### config.mk
export PLATFORM = sky130hd
export DESIGN_NAME = clipped_blit_address_generator_top
export DESIGN_NICKNAME = d
export VERILOG_FILES = /design/src/hdl/cbag_pkg.sv /design/src/hdl/clipped_blit_address_generator_top.sv
export SDC_FILE = /design/constraint.sdc
export NUM_CORES = 1
export LEC_CHECK = 0
export BUFFER_PORTS_ARGS = -buffer_cell sky130_fd_sc_hd__buf_2
export CAP_MARGIN = 30
export CORE_MARGIN = 5
export CORE_UTILIZATION = 50
export CTS_CLUSTER_SIZE = 14
export DETAILED_ROUTE_END_ITERATION = 16
export PLACE_DENSITY = 0.7
export SLEW_MARGIN = 20
export SYNTH_ARGS = -nofsm -noshare
export SYNTH_HDL_FRONTEND = slang
export SYNTH_SLANG_ARGS = --single-unit
export TNS_END_PERCENT = 100
### constraint.sdc
create_clock -name i_clk -period 7.3 [get_ports i_clk]
set_clock_uncertainty 0.2 [all_clocks]
set_input_delay 1.095 -clock i_clk [delete_from_list [all_inputs] [get_ports i_clk]]
set_output_delay 1.095 -clock i_clk [all_outputs]
set_load 0.02 [all_outputs]
### src/hdl/cbag_pkg.sv
`default_nettype none

package cbag_pkg;

    // opcode carried in the input tuser
    localparam logic OP_START = 1'b0;
    localparam logic OP_NEXT  = 1'b1;

    // result kind carried in the output tuser
    typedef enum logic [1:0] {
        KIND_WINDOW = 2'd0,
        KIND_PIXEL  = 2'd1,
        KIND_REJECT = 2'd2,
        KIND_IDLE   = 2'd3
    } t_kind;

    // configuration register indexes
    localparam logic [1:0] REG_SCREEN_WIDTH  = 2'd0;
    localparam logic [1:0] REG_SCREEN_HEIGHT = 2'd1;
    localparam logic [1:0] REG_COLUMN_OFFSET = 2'd2;
    localparam logic [1:0] REG_ROW_OFFSET    = 2'd3;

    localparam logic [7:0] SCREEN_WIDTH_RST  = 8'd160;
    localparam logic [7:0] SCREEN_HEIGHT_RST = 8'd128;

    localparam int SIZE_BITS  = 11;
    localparam int INDEX_BITS = 22;
    localparam int BYTE_BITS  = 8;

    // output tdata: four window bytes then the pixel index, padded to bytes
    localparam int OUT_BITS  = 4 * BYTE_BITS + INDEX_BITS;
    localparam int OUT_TDATA = ((OUT_BITS + 7) / 8) * 8;

endpackage

`default_nettype wire

### src/hdl/clipped_blit_address_generator_top.sv
`default_nettype none

// Channel   Dir  Handshake                  Payload
// --------  ---  -------------------------  ------------------------------------------
// s_axis    in   s_axis_tvalid/tready       tdata: pos_x, pos_y, bmp_width, bmp_height
//                                           tuser: opcode
// m_axis    out  m_axis_tvalid/tready       tdata: col_start, col_end, row_start,
//                                           row_end, pixel_index; tuser: kind; tlast: last
// cfg       in   i_cfg_valid/o_cfg_ready    i_cfg_index, i_cfg_data (always ready)
//
// One result beat per input beat, one beat per cycle sustained while the output is ready.
// A beat lands in the input register, is clipped or stepped combinationally and lands
// in the output register. The start path is one compare/clip layer plus one small
// multiply (top skip times width) ahead of the output register. A stalled output holds
// both registers; the input takes a beat whenever its register is empty or moving.
// Reset (sync, active low) clears valids and blit state and restores config defaults.

module clipped_blit_address_generator_top #(
    parameter int COORD_BITS = 12
) (
    input  wire                                i_clk,
    input  wire                                i_rst_n,

    input  wire                                s_axis_tvalid,
    output logic                               s_axis_tready,
    // [COORD_BITS-1:0] pos_x, then pos_y, bmp_width (11), bmp_height (11), zero pad
    input  wire  [((2 * COORD_BITS + 2 * cbag_pkg::SIZE_BITS + 7) / 8) * 8 - 1:0]
                                               s_axis_tdata,
    // [0] opcode
    input  wire                                s_axis_tuser,

    output logic                               m_axis_tvalid,
    input  wire                                m_axis_tready,
    // [7:0] col_start, [15:8] col_end, [23:16] row_start, [31:24] row_end,
    // [53:32] pixel_index, zero pad
    output logic [cbag_pkg::OUT_TDATA-1:0]     m_axis_tdata,
    // [1:0] kind
    output logic [1:0]                         m_axis_tuser,
    output logic                               m_axis_tlast,

    input  wire                                i_cfg_valid,
    output logic                               o_cfg_ready,
    input  wire  [1:0]                         i_cfg_index,
    input  wire  [7:0]                         i_cfg_data
);

    localparam int SB       = cbag_pkg::SIZE_BITS;
    localparam int IB       = cbag_pkg::INDEX_BITS;
    localparam int IN_BITS  = 2 * COORD_BITS + 2 * SB;
    // signed working width for position plus size arithmetic
    localparam int EW       = COORD_BITS + 12;
    localparam int PW       = COORD_BITS + SB;
    localparam int MW       = (PW > IB) ? PW : IB;

    // configuration
    logic [7:0] r_scr_w, r_scr_h, r_col_off, r_row_off;

    // input stage
    logic                  r_in_vld;
    logic                  r_in_op;
    logic [IN_BITS-1:0]    r_in_data;

    // blit state
    logic                  r_active;
    logic [IB-1:0]         r_src_idx;
    logic [7:0]            r_col_cnt, r_row_cnt, r_vis_cols, r_vis_rows;
    logic [SB-1:0]         r_left_skip, r_right_skip;

    logic                  n_active;
    logic [IB-1:0]         n_src_idx;
    logic [7:0]            n_col_cnt, n_row_cnt, n_vis_cols, n_vis_rows;
    logic [SB-1:0]         n_left_skip, n_right_skip;

    // output stage
    logic                  r_out_vld;
    cbag_pkg::t_kind       r_kind, n_kind;
    logic [7:0]            r_cs, r_ce, r_rs, r_re, n_cs, n_ce, n_rs, n_re;
    logic [IB-1:0]         r_pix, n_pix;
    logic                  r_last, n_last;

    logic                  adv;
    logic                  fire;

    // start-path arithmetic
    logic [COORD_BITS-1:0] f_x, f_y;
    logic [SB-1:0]         f_w, f_h;
    logic signed [EW-1:0]  x_s, y_s, w_s, h_s, sw_s, sh_s;
    logic signed [EW-1:0]  xmax_s, ymax_s, dx2_s, negx_s, negy_s;
    logic [7:0]            cxmin, cxmax, cymin, cymax;
    logic                  off_screen, thin;
    logic [COORD_BITS-1:0] dx1, dy1;
    logic [MW-1:0]         prod;

    // next-path
    logic                  col_wrap, row_wrap;

    assign adv           = !r_out_vld || m_axis_tready;
    assign s_axis_tready = !r_in_vld || adv;
    assign fire          = r_in_vld && adv;
    assign o_cfg_ready   = 1'b1;

    assign f_x = r_in_data[COORD_BITS-1:0];
    assign f_y = r_in_data[2*COORD_BITS-1:COORD_BITS];
    assign f_w = r_in_data[2*COORD_BITS+SB-1:2*COORD_BITS];
    assign f_h = r_in_data[2*COORD_BITS+2*SB-1:2*COORD_BITS+SB];

    always_comb begin
        x_s    = EW'(signed'(f_x));
        y_s    = EW'(signed'(f_y));
        w_s    = signed'({{(EW-SB){1'b0}}, f_w});
        h_s    = signed'({{(EW-SB){1'b0}}, f_h});
        sw_s   = signed'({{(EW-8){1'b0}}, r_scr_w});
        sh_s   = signed'({{(EW-8){1'b0}}, r_scr_h});
        xmax_s = x_s + w_s - EW'(1);
        ymax_s = y_s + h_s - EW'(1);
        dx2_s  = x_s + w_s - sw_s;
        negx_s = -x_s;
        negy_s = -y_s;

        off_screen = (f_w == '0) || (f_h == '0) || (r_scr_w == '0) || (r_scr_h == '0)
                  || (x_s >= sw_s) || (xmax_s < 0) || (y_s >= sh_s) || (ymax_s < 0);

        // clipped bounds; only meaningful when on screen, then all fit in a byte
        cxmin = (x_s < 0) ? 8'd0 : x_s[7:0];
        cxmax = (xmax_s >= sw_s) ? (r_scr_w - 8'd1) : xmax_s[7:0];
        cymin = (y_s < 0) ? 8'd0 : y_s[7:0];
        cymax = (ymax_s >= sh_s) ? (r_scr_h - 8'd1) : ymax_s[7:0];
        // single-column or single-row windows are rejected too
        thin  = (cxmin == cxmax) || (cymin == cymax);

        dx1  = (x_s < 0) ? negx_s[COORD_BITS-1:0] : '0;
        dy1  = (y_s < 0) ? negy_s[COORD_BITS-1:0] : '0;
        prod = MW'(dy1) * MW'(f_w);

        col_wrap = ({1'b0, r_col_cnt} + 9'd1) >= {1'b0, r_vis_cols};
        row_wrap = ({1'b0, r_row_cnt} + 9'd1) >= {1'b0, r_vis_rows};

        n_active     = r_active;
        n_src_idx    = r_src_idx;
        n_col_cnt    = r_col_cnt;
        n_row_cnt    = r_row_cnt;
        n_vis_cols   = r_vis_cols;
        n_vis_rows   = r_vis_rows;
        n_left_skip  = r_left_skip;
        n_right_skip = r_right_skip;

        n_kind = cbag_pkg::KIND_IDLE;
        n_cs   = '0;
        n_ce   = '0;
        n_rs   = '0;
        n_re   = '0;
        n_pix  = '0;
        n_last = 1'b0;

        if (r_in_op == cbag_pkg::OP_START) begin
            n_active = 1'b0;
            if (off_screen || thin) begin
                n_kind = cbag_pkg::KIND_REJECT;
            end else begin
                n_kind       = cbag_pkg::KIND_WINDOW;
                n_active     = 1'b1;
                n_left_skip  = SB'(dx1);
                n_right_skip = (dx2_s > 0) ? dx2_s[SB-1:0] : '0;
                n_vis_cols   = cxmax - cxmin + 8'd1;
                n_vis_rows   = cymax - cymin + 8'd1;
                n_col_cnt    = '0;
                n_row_cnt    = '0;
                n_src_idx    = prod[IB-1:0] + IB'(dx1);
                n_cs         = cxmin + r_col_off;
                n_ce         = cxmax + r_col_off;
                n_rs         = cymin + r_row_off;
                n_re         = cymax + r_row_off;
            end
        end else if (r_active) begin
            n_kind = cbag_pkg::KIND_PIXEL;
            n_pix  = r_src_idx;
            if (col_wrap) begin
                n_col_cnt = '0;
                if (row_wrap) begin
                    n_last    = 1'b1;
                    n_active  = 1'b0;
                    n_row_cnt = '0;
                end else begin
                    n_row_cnt = r_row_cnt + 8'd1;
                end
                // jump over the clipped right edge of this row and left edge of the next
                n_src_idx = r_src_idx + IB'(1) + IB'(r_right_skip) + IB'(r_left_skip);
            end else begin
                n_col_cnt = r_col_cnt + 8'd1;
                n_src_idx = r_src_idx + IB'(1);
            end
        end
    end

    // configuration registers
    always_ff @(posedge i_clk) begin
        if (!i_rst_n) begin
            r_scr_w   <= cbag_pkg::SCREEN_WIDTH_RST;
            r_scr_h   <= cbag_pkg::SCREEN_HEIGHT_RST;
            r_col_off <= '0;
            r_row_off <= '0;
        end else if (i_cfg_valid && o_cfg_ready) begin
            unique case (i_cfg_index)
                cbag_pkg::REG_SCREEN_WIDTH:  r_scr_w   <= i_cfg_data;
                cbag_pkg::REG_SCREEN_HEIGHT: r_scr_h   <= i_cfg_data;
                cbag_pkg::REG_COLUMN_OFFSET: r_col_off <= i_cfg_data;
                cbag_pkg::REG_ROW_OFFSET:    r_row_off <= i_cfg_data;
                default: ;
            endcase
        end
    end

    // input stage
    always_ff @(posedge i_clk) begin
        if (!i_rst_n) begin
            r_in_vld <= 1'b0;
        end else if (s_axis_tready) begin
            r_in_vld <= s_axis_tvalid;
        end
    end

    always_ff @(posedge i_clk) begin
        if (s_axis_tready && s_axis_tvalid) begin
            r_in_op   <= s_axis_tuser;
            r_in_data <= s_axis_tdata[IN_BITS-1:0];
        end
    end

    // blit state, updated as a beat moves into the output register
    always_ff @(posedge i_clk) begin
        if (!i_rst_n) begin
            r_active     <= 1'b0;
            r_src_idx    <= '0;
            r_col_cnt    <= '0;
            r_row_cnt    <= '0;
            r_vis_cols   <= '0;
            r_vis_rows   <= '0;
            r_left_skip  <= '0;
            r_right_skip <= '0;
        end else if (fire) begin
            r_active     <= n_active;
            r_src_idx    <= n_src_idx;
            r_col_cnt    <= n_col_cnt;
            r_row_cnt    <= n_row_cnt;
            r_vis_cols   <= n_vis_cols;
            r_vis_rows   <= n_vis_rows;
            r_left_skip  <= n_left_skip;
            r_right_skip <= n_right_skip;
        end
    end

    // output stage
    always_ff @(posedge i_clk) begin
        if (!i_rst_n) begin
            r_out_vld <= 1'b0;
        end else if (adv) begin
            r_out_vld <= r_in_vld;
        end
    end

    always_ff @(posedge i_clk) begin
        if (fire) begin
            r_kind <= n_kind;
            r_cs   <= n_cs;
            r_ce   <= n_ce;
            r_rs   <= n_rs;
            r_re   <= n_re;
            r_pix  <= n_pix;
            r_last <= n_last;
        end
    end

    assign m_axis_tvalid = r_out_vld;
    assign m_axis_tuser  = r_kind;
    assign m_axis_tlast  = r_last;
    assign m_axis_tdata  = cbag_pkg::OUT_TDATA'({r_pix, r_re, r_rs, r_ce, r_cs});

endmodule

`default_nettype wire

### Yosys cells after proc, flatten, opt, wreduce, memory -nomap -nowiden

Cells that the tools add are included.

* multipliers: 1
* bitwise logic cells: 2
* muxes and demuxes: 28
* reduce and logical (&&, ||, !) cells: 30
* equality and inequality tests: 8
* add/sub/neg operators: 25
* $lt $le $gt $ge: 11

Operators by type and width (count)
* 8-bit two-way mux: 12
* 22-bit two-way mux: 4
* 22-bit by 11-bit adder with 22-bit output: 2
* 8-bit by 1-bit adder with 8-bit output (second input constant): 4
* 8-bit adder: 4
* 14-bit by 9-bit >= comparator with 1-bit output: 2
* 14-bit by 1-bit < comparator with 1-bit output (second input constant): 2
* 13-bit by 2-bit subtractor with 14-bit output (second input constant): 2
* 12-bit by 12-bit adder with 13-bit output: 2
* 12-bit by 9-bit >= comparator with 1-bit output: 2
* 12-bit by 1-bit < comparator with 1-bit output (second input constant): 2
* 12-bit two-way mux: 2
* 12-bit negator: 2
* 22-bit by 1-bit adder with 22-bit output (second input constant): 1
* 22-bit by 12-bit adder with 22-bit output: 1
* 11-bit logical NOT: 2
* 12-bit by 11-bit multiplier with 22-bit output: 1
* 8-bit by 1-bit adder with 9-bit output (second input constant): 2
* 9-bit by 8-bit >= comparator with 1-bit output: 2
* 8-bit equality test: 2
* 8-bit logical NOT: 2
* 8-bit by 1-bit subtractor with 8-bit output (second input constant): 2
* 8-bit subtractor: 2
* 14-bit by 1-bit greater-than comparator with 1-bit output (second input constant): 1
* 17 further kinds: 45

* logic and storage cells: 128
* input port bits: 64
* bits in registers: 215
* output and inout bits: 62

### Depth between registers and ports, before layout

* depth after elaboration: 11
* gate-level depth with buffers: 30
* gate-level depth less buffers: 30

### Worst setup path before layout

Ideal clock, no wire load.

* path type: register -> register
* from: register r_in_data[12]
* to: register r_src_idx[21]
* required time: 7008 ps
* clock period less this slack: 7378 ps
* arrival: 7085 ps
* path slack: -78 ps
* setup time: 92 ps
* path buffers: 2
* stages on the path, launching flop included: 29
* path through: edfxtp_1 > clkbuf_1 > inv_1 > ha_1 > nand3_1 > or3_1 > xnor2_1 > and2_1 > clkbuf_1 > nand2_1 > fa_1 > fa_1 > inv_1 > fa_1 > inv_1 > fa_1 > inv_1 > fa_1 > ha_1 > a21o_1 > or3_1 > o211a_1 > o31a_1 > o41a_1 > a311oi_1 > a21oi_1 > xnor2_1 > nor2_1 > o32ai_1

* longest elaborated chain between the ends: 9
* elaborated cells between the ends (all ways): 21
* those cells by class: add/sub (4); mul (1); order compare (4); eq/ne (2); mux (5); reduce/logical (5)

RTL lines
* start: declaration: line clipped_blit_address_generator_top.sv:61 `logic [IN_BITS-1:0] r_in_data;`
* start signal: assignment: line clipped_blit_address_generator_top.sv:225 `r_in_data <= s_axis_tdata[IN_BITS-1:0];`
* branches (longest 9 deep; another with 12-bit by 11-bit multiplier with 22-bit output)
* end signal: assignment: line clipped_blit_address_generator_top.sv:242 `r_src_idx <= n_src_idx;`
* end: declaration: line clipped_blit_address_generator_top.sv:65 `logic [IB-1:0] r_src_idx;`

Parallel ways; which one is timed is not known. The select of a mux whose other input is x is not followed.
A chain may end at the register's enable or synchronous reset.

### Worst setup path in the final report

* from: register r_in_data[13]
* to: register r_src_idx[21]

The elaborated chain is that of the path after synthesis.

==> reports/results.tsv <==
stage	metric	value	unit
cells_and_area	fin_nets	2861	
critical_path	critical_path_required	7.53	ns
critical_path	cp-end-kind	register	
die	die_w	211	µm
power	p_clk_share	27.1	%
run	max_cap_violations	0	
die	die_y	211	µm
critical_path	arrival	7.45	ns
logic_synthesis	synth_edf_count	104	
clocking	cts_buffer_depth	3	
routing	vias	16721	
clocking	cts-root-buf	clkbuf_16	
timing	rsz0062_at_grt	yes	
routing	drt-initial-drc-count	1180	
timing	worst_pin_slew	0.863	ns
clocking	htreeDepth	1	
clocking	postCtsHoldBufs	0	
cells_and_area	postLayoutCoreUtil	57.1	%
die	num_rows	73	
power	switching_share	37.3	%
global_routing	grt_pass1_wl	87000	µm
die	core-area	0.0398	mm²
critical_path	critPathKind	reg2reg	
die	dieArea	0.0445	mm²
logic_synthesis	syn_inst	2304	
logic_synthesis	ys_seq_area_share	26.5	%
power	leakage	0.0106	µW
clocking	path_clk_slew	0.06	ns
power	irDropWorstVdd	239	µV
logic_synthesis	synth_seq_cells	215	
timing	relSlewSlack	42.0	%
power	p_seq_share	29.3	%
hold_path	hold_class	reg2reg	
timing	hold_viol_final	0	
timing	fin_ws	0.0866	ns
timing	fmax	139	MHz
global_routing	antenna_found_initial	1	
cells_and_area	insertedDiodeCount	0	
critical_path	start_kind	register	
routing	drc	0	
die	start_util	50.7	%
logic_synthesis	yosys_warnings	0	
global_routing	grt_usage	23.8	%
place	place_ws	0.000612	ns
routing	wl_met3	3230	µm
die	ios	126	
cells_and_area	drive_gt1_share	12.9	%
global_routing	grt_overflow_total	0	
place	gp_congestion	0.912	
power	p_per_area	201	mW/mm²
routing	first_pass_iters	5	
timing	fin_crit_sh	98.8	%
status	status	completed	
clocking	numCtsBuffers	25	
logic_synthesis	syn_avg_cell_area	8.76	µm²
critical_path	reg2regPathDepth	27	
timing	setup_viol	0	
timing	slew_violations	0	
place	port_buffers	120	
routing	wl_met2	24500	µm
hold_path	min_path_cells	2	
cells_and_area	syn_to_final_growth	12.8	%
clocking	cts_tree	built	
routing	top_layer	met5	
clocking	insertion_delay	0.53	ns
clocking	clock_sinks	215	
routing	wl	53500	µm
timing	finalCriticalPeriod	7.21	ns
routing	vias_per_cell	5.58	
logic_synthesis	synth_cell_types	88	
power	p_comb_share	43.6	%
routing	wirelength_met1	24600	µm
cells_and_area	nFillCells	3589	
routing	postRouteAntennaNets	0	
power	power_switching	1700	µW
power	internal_power	2860	µW
logic_synthesis	async_reset_ff_share	0	%
place	hpwlAfterDp	42600	µm
routing	wire_per_inst	17.9	µm
global_routing	grt_max_degree	89	
critical_path	cp_max_fo	5	
global_routing	grt_pass1_vias	16671	
logic_synthesis	synth_ff_type	dfxtp_1	
logic_synthesis	syn_area	0.0202	mm²
[worst max-delay path, stage by stage, from the launching register on]
cell	delay, ns
edfxtp_1	0.40
buf_4	0.15
buf_4	0.14
nor3_4	0.21
buf_6	0.14
a31oi_1	0.11
nor3b_1	0.21
buf_4	0.18
nand2_1	0.07
fa_1	0.51
fa_1	0.44
fa_1	0.50
inv_1	0.06
fa_1	0.53
inv_1	0.06
fa_1	0.54
inv_1	0.04
ha_1	0.23
a21o_1	0.18
or3_1	0.30
o211a_1	0.23
o31a_1	0.33
o41a_1	0.42
a311oi_2	0.34
a21oi_2	0.11
xnor2_2	0.22
nor2_1	0.07
o32ai_1	0.22
[kinds of logic after synthesis]
| logic type | share of synthesized area [%] |
|---|---|
| AO/OA/AOI/OAI | 13.3 |
| multiplexers | 2.06 |
| adder cells (fa/ha/maj) | 25.8 |
| AND/OR/NAND/NOR | 18.6 |
| other | 0.0372 |
| buffers and inverters | 7.85 |
| XOR/XNOR | 5.82 |
| flip-flops | 26.5 |
[per-layer routing]
| metal | global-route usage [%] | up-vias |
|---|---|---|
| li1 | - | 8164 |
| met1 | 33.6 | 8005 |
| met2 | 39.0 | 473 |
| met3 | 3.61 | 77 |
| met4 | 5.25 | 2 |
| met5 | 0 | - |
[cell usage after synthesis (66+ instances only)]
library cell / n / area, µm²
nor2_1: 158 / 593
xnor2_1: 96 / 841
nand2_1: 224 / 841
inv_1: 324 / 1220
ha_1: 222 / 2780
nand3_1: 66 / 330
and3_1: 70 / 438
clkbuf_1: 72 / 270
a21oi_1: 133 / 666
dfxtp_1: 111 / 2220
edfxtp_1: 104 / 3120
fa_1: 121 / 2420
[power groups by stage]
stage                     Combinational, µW  Sequential (µW)  Clock, µW
after floorplan                        1370             1380          0
after detailed placement               1910             1360          0
after CTS                              1920             1340       1260
after global placement                 1860             1360          0
final                                  1990             1340       1240
after global routing                   2220             1340       1310
[metrics by stage]
stage / power, µW / cell area (µm²) / instances / hold WS, ns / setup TNS, ns
2_1_floorplan: 2740 / 20200 / 2305 / 0.224 / 0
3_3_place_gp: 3220 / 21700 / 2940 / 0.245 / 0
3_5_place_dp: 3270 / 21700 / 2940 / 0.250 / 0
4_1_cts: 4520 / 22500 / 2985 / 0.258 / 0
5_1_grt: 4870 / 22800 / 2997 / 0.272 / -0.880
6_report: 4560 / 22800 / 2997 / 0.255 / 0
[registers in the layout, indices dropped and copies added, names as in the netlist]
name	count
r_in_op	1
m_axis_tuser	2
r_col_cnt	8
r_right_skip	11
r_rs	8
r_left_skip	11
r_row_cnt	8
r_active	1
r_scr_w	8
r_ce	8
r_in_data	46
m_axis_tvalid	1
r_vis_rows	8
r_src_idx	22
r_in_vld	1
r_row_off	8
r_scr_h	8
r_vis_cols	8
m_axis_tlast	1
r_col_off	8
r_re	8
r_cs	8
r_pix	22
[cells in the final DEF, fill, tap and decap left out, types with 87 or more instances in the layout]
cell	n
inv_1	319
nand2_1	223
ha_1	220
nor2_1	158
a21oi_1	131
fa_1	120
buf_2	120
dfxtp_1	111
edfxtp_1	104
xnor2_1	91
buf_4	87
[area by class of cell]
class / count / area, µm² / area share [%]
Multi-Input combinational cell: 1674 / 13400 / 58.9
Sequential cell: 215 / 5350 / 23.5
Timing Repair Buffer: 211 / 1330 / 5.86
Inverter: 327 / 1230 / 5.39
Tap cell: 525 / 657 / 2.89
Clock buffer: 28 / 637 / 2.80
Clock inverter: 17 / 163 / 0.715
[worst paths after layout]
check                             startpoint                          to  slack, ns
setup / recovery     r_in_data[13]$_DFFE_PP_  r_src_idx[21]$_SDFFE_PN0P_       0.09
hold / removal    r_vis_rows[1]$_SDFFE_PN0P_  r_vis_rows[1]$_SDFFE_PN0P_       0.25
setup reg to reg     r_in_data[13]$_DFFE_PP_  r_src_idx[21]$_SDFFE_PN0P_       0.09
hold reg to reg   r_vis_rows[1]$_SDFFE_PN0P_  r_vis_rows[1]$_SDFFE_PN0P_       0.25
[timing repair]
action,CTS,global route
setup endpoints to repair,1,15
gates resized for setup,1,31
setup buffers,0,11
pin swaps,1,18
endpoints found under the hold margin,0,0
Note: power is estimated with default switching activity, not from simulation.
